[config.mk]
export PLATFORM = sky130hd
export DESIGN_NAME = ordered_record_list_unit
export DESIGN_NICKNAME = d
export VERILOG_FILES = /design/src/orl_pkg.sv /design/src/ordered_record_list_unit.sv
export SDC_FILE = /design/constraint.sdc
export NUM_CORES = 2
export LEC_CHECK = 0
export BUFFER_PORTS_ARGS = -buffer_cell sky130_fd_sc_hd__buf_2
export CELL_PAD_IN_SITES_DETAIL_PLACEMENT = 0
export CELL_PAD_IN_SITES_GLOBAL_PLACEMENT = 1
export CORE_UTILIZATION = 43
export DETAILED_ROUTE_END_ITERATION = 7
export PLACE_DENSITY = 0.68
export SLEW_MARGIN = 25
export SYNTH_ARGS = -nofsm -noshare
export SYNTH_HDL_FRONTEND = slang
export SYNTH_SLANG_ARGS = --single-unit
export TNS_END_PERCENT = 20
[constraint.sdc]
create_clock -name clock -period 9.7 [get_ports clock]
set_input_delay 1.94 -clock clock [delete_from_list [all_inputs] [get_ports clock]]
set_output_delay 1.94 -clock clock [all_outputs]
set_load 0.02 [all_outputs]
[src/orl_pkg.sv]
// Shared types, codes and sizing for the ordered record list.
package orl_pkg;

   localparam int CAPACITY = 16;
   localparam int IDX_W    = (CAPACITY > 1) ? $clog2(CAPACITY) : 1;
   localparam int CNT_W    = $clog2(CAPACITY + 1);
   localparam int POS_W    = 5;
   // compare width: holds count + 2 and any position without wrap
   localparam int CMP_W    = ((CNT_W > POS_W) ? CNT_W : POS_W) + 1;

   typedef enum logic [1:0] {
      CMD_INSERT = 2'd0,
      CMD_DELETE = 2'd1,
      CMD_UPDATE = 2'd2,
      CMD_READ   = 2'd3
   } cmd_type;

   typedef enum logic [2:0] {
      ST_OK        = 3'd0,
      ST_BAD_POS   = 3'd1,
      ST_NOT_FOUND = 3'd2,
      ST_FULL      = 3'd3,
      ST_RANGE     = 3'd4
   } status_type;

   typedef struct packed {
      logic [30:0] key;
      logic [63:0] name_low;
      logic [7:0]  name_high;
   } rec_type;

endpackage

[src/ordered_record_list_unit.sv]
// Top level of the ordered record list: sequencer, record memory, result register.
//
//   channel  direction  handshake              payload
//   req_     in         req_valid / req_ready  cmd, position, match_key, new_key, name
//   rsp_     out        rsp_valid / rsp_ready  status, record key/name, entry_count
//
// One item at a time. All list work goes through a single record memory port
// pair (one read, one write a cycle, read data registered) and one key comparator.
// Each entry visited takes a read state, then a compare/write state. Per item:
// accept, decode, a read and an eval step per entry visited, (insert: a put step
// to place), then a finish step to hand off; errors go from decode to the hand-off.
// Reset (synchronous) empties the list; the record memory itself is not cleared.
// A waiting result sits in the rsp_ register; the next item is taken meanwhile and
// only its hand-off stalls until rsp_ready frees the register.
module ordered_record_list_unit (
   input  logic        clock,
   input  logic        reset,
   input  logic        req_valid,
   output logic        req_ready,
   input  logic [1:0]  req_cmd,
   input  logic [4:0]  req_position,
   input  logic [30:0] req_match_key,
   input  logic [30:0] req_new_key,
   input  logic [63:0] req_new_name_low,
   input  logic [7:0]  req_new_name_high,
   output logic        rsp_valid,
   input  logic        rsp_ready,
   output logic [2:0]  rsp_status,
   output logic [30:0] rsp_record_key,
   output logic [63:0] rsp_record_name_low,
   output logic [7:0]  rsp_record_name_high,
   output logic [4:0]  rsp_entry_count
);

   typedef enum logic [5:0] {
      S_IDLE   = 6'b000001,
      S_DECODE = 6'b000010,
      S_READ   = 6'b000100,
      S_EVAL   = 6'b001000,
      S_PUT    = 6'b010000,
      S_FINISH = 6'b100000
   } state_type;

   localparam int IDX_W = orl_pkg::IDX_W;
   localparam int CNT_W = orl_pkg::CNT_W;
   localparam int CMP_W = orl_pkg::CMP_W;

   // state and captured item
   state_type              state_ff, state_in;
   orl_pkg::cmd_type       cmd_ff, cmd_in;
   logic [4:0]             pos_ff, pos_in;
   logic [30:0]            mkey_ff, mkey_in;
   orl_pkg::rec_type       new_rec_ff, new_rec_in;
   logic [CNT_W-1:0]       idx_ff, idx_in;
   logic [CNT_W-1:0]       count_ff, count_in;
   logic                   shift_ff, shift_in;
   logic                   hit_ff, hit_in;
   orl_pkg::status_type    res_status_ff, res_status_in;
   orl_pkg::rec_type       res_rec_ff, res_rec_in;

   // result register
   logic                   rsp_valid_ff, rsp_valid_in;
   orl_pkg::status_type    rsp_status_ff, rsp_status_in;
   orl_pkg::rec_type       rsp_rec_ff, rsp_rec_in;
   logic [4:0]             rsp_count_ff, rsp_count_in;

   // record memory
   orl_pkg::rec_type       mem [orl_pkg::CAPACITY];
   orl_pkg::rec_type       rd_data_ff;
   logic                   mem_we;
   logic [IDX_W-1:0]       mem_waddr;
   logic [IDX_W-1:0]       mem_raddr;
   orl_pkg::rec_type       mem_wdata;

   // shared compare/step values
   logic [CMP_W-1:0]       pos_x, cnt_x, idx_x, idx_dn, idx_up, idx_up2, pos_dn;
   logic                   key_hit;

   assign pos_x   = CMP_W'(pos_ff);
   assign cnt_x   = CMP_W'(count_ff);
   assign idx_x   = CMP_W'(idx_ff);
   assign idx_dn  = idx_x - CMP_W'(1);
   assign idx_up  = idx_x + CMP_W'(1);
   assign idx_up2 = idx_x + CMP_W'(2);
   assign pos_dn  = pos_x - CMP_W'(1);
   assign key_hit = (rd_data_ff.key == mkey_ff);

   assign req_ready            = (state_ff == S_IDLE);
   assign rsp_valid            = rsp_valid_ff;
   assign rsp_status           = rsp_status_ff;
   assign rsp_record_key       = rsp_rec_ff.key;
   assign rsp_record_name_low  = rsp_rec_ff.name_low;
   assign rsp_record_name_high = rsp_rec_ff.name_high;
   assign rsp_entry_count      = rsp_count_ff;

   // read address: insert shifts pull from below, delete shifts from above
   always_comb begin
      if (cmd_ff == orl_pkg::CMD_INSERT) begin
         mem_raddr = idx_dn[IDX_W-1:0];
      end else if (cmd_ff == orl_pkg::CMD_DELETE && shift_ff) begin
         mem_raddr = idx_up[IDX_W-1:0];
      end else begin
         mem_raddr = idx_x[IDX_W-1:0];
      end
   end

   always_comb begin
      state_in      = state_ff;
      cmd_in        = cmd_ff;
      pos_in        = pos_ff;
      mkey_in       = mkey_ff;
      new_rec_in    = new_rec_ff;
      idx_in        = idx_ff;
      count_in      = count_ff;
      shift_in      = shift_ff;
      hit_in        = hit_ff;
      res_status_in = res_status_ff;
      res_rec_in    = res_rec_ff;
      rsp_valid_in  = rsp_valid_ff;
      rsp_status_in = rsp_status_ff;
      rsp_rec_in    = rsp_rec_ff;
      rsp_count_in  = rsp_count_ff;
      mem_we        = 1'b0;
      mem_waddr     = idx_x[IDX_W-1:0];
      mem_wdata     = rd_data_ff;

      if (rsp_valid_ff && rsp_ready) begin
         rsp_valid_in = 1'b0;
      end

      unique case (state_ff)
         S_IDLE: begin
            if (req_valid) begin
               cmd_in               = orl_pkg::cmd_type'(req_cmd);
               pos_in               = req_position;
               mkey_in              = req_match_key;
               new_rec_in.key       = req_new_key;
               new_rec_in.name_low  = req_new_name_low;
               new_rec_in.name_high = req_new_name_high;
               state_in             = S_DECODE;
            end
         end

         S_DECODE: begin
            res_status_in = orl_pkg::ST_OK;
            res_rec_in    = '0;
            hit_in        = 1'b0;
            shift_in      = 1'b0;
            idx_in        = '0;
            case (cmd_ff) inside
               orl_pkg::CMD_INSERT: begin
                  if (pos_x == '0 || pos_x > cnt_x + CMP_W'(1)) begin
                     res_status_in = orl_pkg::ST_BAD_POS;
                     state_in      = S_FINISH;
                  end else if (cnt_x == CMP_W'(orl_pkg::CAPACITY)) begin
                     res_status_in = orl_pkg::ST_FULL;
                     state_in      = S_FINISH;
                  end else begin
                     // shift from the tail down to the insert slot
                     idx_in   = count_ff;
                     state_in = (cnt_x >= pos_x) ? S_READ : S_PUT;
                  end
               end
               orl_pkg::CMD_DELETE, orl_pkg::CMD_UPDATE: begin
                  if (count_ff == '0) begin
                     res_status_in = orl_pkg::ST_NOT_FOUND;
                     state_in      = S_FINISH;
                  end else begin
                     state_in = S_READ;
                  end
               end
               default: begin
                  if (pos_x >= cnt_x) begin
                     res_status_in = orl_pkg::ST_RANGE;
                     state_in      = S_FINISH;
                  end else begin
                     idx_in   = pos_x[CNT_W-1:0];
                     state_in = S_READ;
                  end
               end
            endcase
         end

         S_READ: begin
            state_in = S_EVAL;
         end

         S_EVAL: begin
            case (cmd_ff)
               orl_pkg::CMD_INSERT: begin
                  mem_we   = 1'b1;
                  idx_in   = idx_dn[CNT_W-1:0];
                  state_in = (idx_dn >= pos_x) ? S_READ : S_PUT;
               end
               orl_pkg::CMD_DELETE: begin
                  if (shift_ff) begin
                     mem_we = 1'b1;
                     idx_in = idx_up[CNT_W-1:0];
                     if (idx_up2 < cnt_x) begin
                        state_in = S_READ;
                     end else begin
                        count_in = count_ff - CNT_W'(1);
                        state_in = S_FINISH;
                     end
                  end else if (key_hit) begin
                     res_rec_in = rd_data_ff;
                     if (idx_up < cnt_x) begin
                        shift_in = 1'b1;
                        state_in = S_READ;
                     end else begin
                        count_in = count_ff - CNT_W'(1);
                        state_in = S_FINISH;
                     end
                  end else begin
                     idx_in = idx_up[CNT_W-1:0];
                     if (idx_up < cnt_x) begin
                        state_in = S_READ;
                     end else begin
                        res_status_in = orl_pkg::ST_NOT_FOUND;
                        state_in      = S_FINISH;
                     end
                  end
               end
               orl_pkg::CMD_UPDATE: begin
                  if (key_hit) begin
                     mem_we    = 1'b1;
                     mem_wdata = new_rec_ff;
                     hit_in    = 1'b1;
                  end
                  idx_in = idx_up[CNT_W-1:0];
                  if (idx_up < cnt_x) begin
                     state_in = S_READ;
                  end else begin
                     if (hit_ff || key_hit) begin
                        res_rec_in = new_rec_ff;
                     end else begin
                        res_status_in = orl_pkg::ST_NOT_FOUND;
                     end
                     state_in = S_FINISH;
                  end
               end
               default: begin
                  res_rec_in = rd_data_ff;
                  state_in   = S_FINISH;
               end
            endcase
         end

         S_PUT: begin
            mem_we     = 1'b1;
            mem_waddr  = pos_dn[IDX_W-1:0];
            mem_wdata  = new_rec_ff;
            count_in   = count_ff + CNT_W'(1);
            res_rec_in = new_rec_ff;
            state_in   = S_FINISH;
         end

         S_FINISH: begin
            if (!rsp_valid_ff || rsp_ready) begin
               rsp_valid_in  = 1'b1;
               rsp_status_in = res_status_ff;
               rsp_rec_in    = res_rec_ff;
               rsp_count_in  = 5'(count_ff);
               state_in      = S_IDLE;
            end
         end

         default: begin
            state_in = S_IDLE;
         end
      endcase
   end

   always_ff @(posedge clock) begin
      if (reset) begin
         state_ff     <= S_IDLE;
         count_ff     <= '0;
         rsp_valid_ff <= 1'b0;
         shift_ff     <= 1'b0;
         hit_ff       <= 1'b0;
      end else begin
         state_ff     <= state_in;
         count_ff     <= count_in;
         rsp_valid_ff <= rsp_valid_in;
         shift_ff     <= shift_in;
         hit_ff       <= hit_in;
      end
   end

   always_ff @(posedge clock) begin
      cmd_ff        <= cmd_in;
      pos_ff        <= pos_in;
      mkey_ff       <= mkey_in;
      new_rec_ff    <= new_rec_in;
      idx_ff        <= idx_in;
      res_status_ff <= res_status_in;
      res_rec_ff    <= res_rec_in;
      rsp_status_ff <= rsp_status_in;
      rsp_rec_ff    <= rsp_rec_in;
      rsp_count_ff  <= rsp_count_in;
   end

   always_ff @(posedge clock) begin
      if (mem_we) begin
         mem[mem_waddr] <= mem_wdata;
      end
      rd_data_ff <= mem[mem_raddr];
   end

endmodule

==> results by group <==
GRT
  – Number of global-route vias before repair: 38290
  – Initial antenna violation count: 11
  – Largest net degree at the start of global routing: approximately 160
  – Gr usage total: between 10% and 20%
  – Total grt overflow: 0
  – First-pass GRT wire length: between 200000 and 300000 um

Logic synthesis
  – Dominant synthesized flop cell: edfxtp_1
  – Yosys reg bits: 2128
  – Cells after Synth: 3571
  – Sequential area share after synthesis: between 70% and 80%
  – Post-synth EDFFs: slightly above 2000
  – Cell variety after synth: 64
  – Syn Area/Cell: about 23 um2
  – YS warnings: 0
  – Synth top area share: 74.95%
  – Syn Nets: around 3800
  – Ranking of synthesized cells by area: edfxtp_1, mux4_2, mux2i_1, dfxtp_1, a22o_1
  – Asr flop ratio synth: 0%
  – Largest area contributor in the netlist: edfxtp_1
  – Most common library cells after synthesis: edfxtp_1, mux4_2, mux2i_1
  – Synth Cell Area: roughly 81000 um2
  – Most frequent cell after synthesis: edfxtp_1

Placement
  – Placed instance area: between 80000 and 90000 um2
  – Port Buf Inserts: 257
  – Routability cong.: between 0.7 and 0.8
  – DPL Wire Length: roughly 94000 um
  – Setup Slack @ Placement: about 4.5 ns

Clocking
  – Later-pin clock latency in the skew report: between 0.8 and 0.9 ns
  – H-tree depth: 4
  – CTS resizes: 0
  – CTS tree: yes
  – CTS root buffer: clkbuf_16
  – CTS Hold Bufs: 0
  – Clock Tree Buf Depth: 3
  – Clock Sinks: around 2100
  – Clock-pin slew on the worst setup and hold paths: ~0.06 ns
  – Number of buffers created by CTS: approximately 210
  – Post-CTS Setup Inserts: 0

Route
  – M1 WL: just under 80000 um
  – Initial DRC count: between 3000 and 4000
  – Uppermost layer routed: met5
  – DR vias/cell: around 5.6
  – DR vias: 36830
  – Met2 Routed Length: between 80000 and 90000 um
  – DR WL/cell: ~28 um
  – Initial DRT Pass Iterations: 7
  – Final WL: between 150000 and 200000 um
  – WL met3: 10290 um
  – Residual DRC: 0
  – Routed Antenna Nets: 0

Critical path
  – CP Class: flip-flop to flip-flop
  – Worst R2R End: mem[13][78]$_DFFE_PP_
  – Worst EP required: 10.13 ns
  – Worst Reg-to-Reg Cells: 8
  – Setup crit end kind: flip-flop
  – Crit start category: flip-flop
  – R2R setup slack: 4.56 ns
  – RR Startpoint: rd_data_ff[87]$_DFF_P_
  – Data arrival, critical path: around 5.6 ns
  – CP Max Fanout: 50

Layout
  – Post-layout instance area: 91740 um2
  – Post-layout util: around 49%
  – Nets@finish: slightly above 4000
  – Layout fillers: roughly 15000
  – Area grow syn2layout: 13.87%
  – Area of the multi-input gates: 16960 um2
  – Layout cells sized above 1: 26.90%
  – Register area: around 63000 um2

Timing
  – Relative slew slack: ~28%
  – Fmax: 0.1946 GHz
  – RSZ-0062 raised after global routing: no
  – Setup violations, final: 0
  – Worst Setup Slack, final: ~4.6 ns
  – Max-slew violations: 0
  – Hold Fails Final Rpt: 0
  – Final min period: approximately 5 ns
  – Fin crit share: a little over half
  – Setup TNS: 0 ns
  – Final hold slack: just over 0.4 ns
  – Setup Skew: 0.06939 ns
  – Least-Margin Pin Slew: 1.073 ns

Power
  – VDD IR-drop max: 0.0001565 V
  – PwrDens: ~210 nW/um2
  – Switch share: a little over a fifth
  – Int Power: roughly 15000 uW
  – Clock network fraction of total power: about two fifths
  – Leakage: roughly 0.030 uW
  – Logic gate share of total power: roughly 4.8%
  – Switching power: 4123 uW
  – Seq pwr share: 53.9%

Worst hold path
  – Hold EP: rsp_record_name_low[29]$_DFFE_PP_
  – HP Class: flip-flop to flip-flop
  – Hold path start: res_rec_ff[37]$_DFFE_PP_
  – Worst hold stages: 0

Die
  – Die X: around 430 um
  – Core region area: 185800 um2
  – Die footprint: 189100 um2
  – Boundary pin count: around 260
  – Die Ht: about 430 um
  – Initial core utilization: a little over two fifths
  – Cell Rows: ~160

Job
  – Total of max-cap violations: 0

Status
  – Status: finished clean
## per-stage QoR
step,cells,total power (uW)
6_report,6606,19270
5_1_grt,6604,19900
4_1_cts,6602,19480
3_5_place_dp,6204,11540
3_3_place_gp,6202,11510
2_1_floorplan,3571,11210
## cells in the final DEF (no fill, tap or decap), types with 5 or more instances in the layout
cell	n
mux2i_1	310
mux2_1	74
nor3_1	11
clkbuf_1	58
nor3_2	12
inv_6	7
buf_2	257
clkbuf_8	30
ha_1	39
clkbuf_16	212
o21ai_0	12
a21o_1	7
inv_1	22
nor2_4	6
clkinv_1	35
nor4_1	10
xor2_1	39
and3_1	5
dfxtp_1	117
nor2b_1	8
nand3_1	13
clkinv_2	31
xnor2_1	10
nand2b_1	5
nand2_1	25
mux2_2	33
clkinv_16	5
buf_4	46
a22o_1	103
bufinv_16	8
buf_12	16
a21oi_1	16
nor2_1	25
edfxtp_1	2011
mux4_2	412
a31oi_1	10
## per-layer routing
layer / global-route usage [%] / up-vias
li1: - / 15720
met1: 27.20 / 19820
met2: 31.34 / 1049
met3: 3.375 / 244
met4: 4.998 / 4
met5: 0 / -
## area by class of cell
cell class / count / share of cell area [%]
tap: 2480 / 3.382
antenna: 4 / 0.01091
clock inverter: 98 / 0.9765
sequential: 2128 / 68.38
inverter: 23 / 0.09410
clock buffer: 300 / 6.470
timing repair buffer: 324 / 2.207
multi-input combinational: 1249 / 18.48
## sequential cells by signal, indices dropped and copies added, names as in the netlist
name,count
res_status_ff,3
rsp_record_name_low,64
pos_ff,5
mkey_ff,31
idx_ff,5
new_rec_ff,103
rsp_record_key,31
mem,1648
rsp_entry_count,5
shift_ff,1
rsp_status,3
state_ff,6
cmd_ff,2
rsp_valid,1
count_ff,5
hit_ff,1
rd_data_ff,103
res_rec_ff,103
rsp_record_name_high,8
## how the worst max path moves through the flow
stage / start / endpoint / slack (ns) / cells after the start
after global placement: rd_data_ff[87]$_DFF_P_ / mem[5][94]$_DFFE_PP_ / 4.41 / 8
final: rd_data_ff[87]$_DFF_P_ / mem[13][78]$_DFFE_PP_ / 4.56 / 8
after CTS: rd_data_ff[87]$_DFF_P_ / mem[13][86]$_DFFE_PP_ / 4.43 / 8
after global routing: rd_data_ff[87]$_DFF_P_ / mem[13][86]$_DFFE_PP_ / 4.26 / 8
after detailed placement: rd_data_ff[87]$_DFF_P_ / mem[13][101]$_DFFE_PP_ / 4.51 / 8
after floorplan: state_ff[5]$_SDFFE_PP0P_ / mem[15][0]$_DFFE_PP_ / 0.41 / 8
## power groups by stage
| stage | clock [uW] | sequential, uW | combinational [uW] |
|---|---|---|---|
| after detailed placement | 0 | 10600 | 947 |
| after CTS | 8130 | 10400 | 951 |
| final | 7950 | 10400 | 928 |
| after global placement | 0 | 10600 | 921 |
| after global routing | 8480 | 10400 | 1020 |
| after floorplan | 0 | 10500 | 679 |
## critical path, stage by stage (launching register included)
cell and delay (ns):
dfxtp_1 0.48, xor2_1 0.11, nor4_1 0.77, nand4_1 0.52
nor3_1 0.37, o21bai_1 0.39, nor3_2 0.33, buf_4 0.74
buf_4 0.89
## cell families after synthesis
group                    count (synthesis)  share of synthesized area (%)
flip-flops                            2128                          77.86
multiplexers                           829                          16.86
buffers and inverters                  194                          1.306
AO/OA/AOI/OAI                          188                          1.856
AND/OR/NAND/NOR                        141                         0.9039
XOR/XNOR                                51                         0.5777
adder cells (fa/ha/maj)                 40                         0.6305
Note: power is estimated with default switching activity, not from simulation.
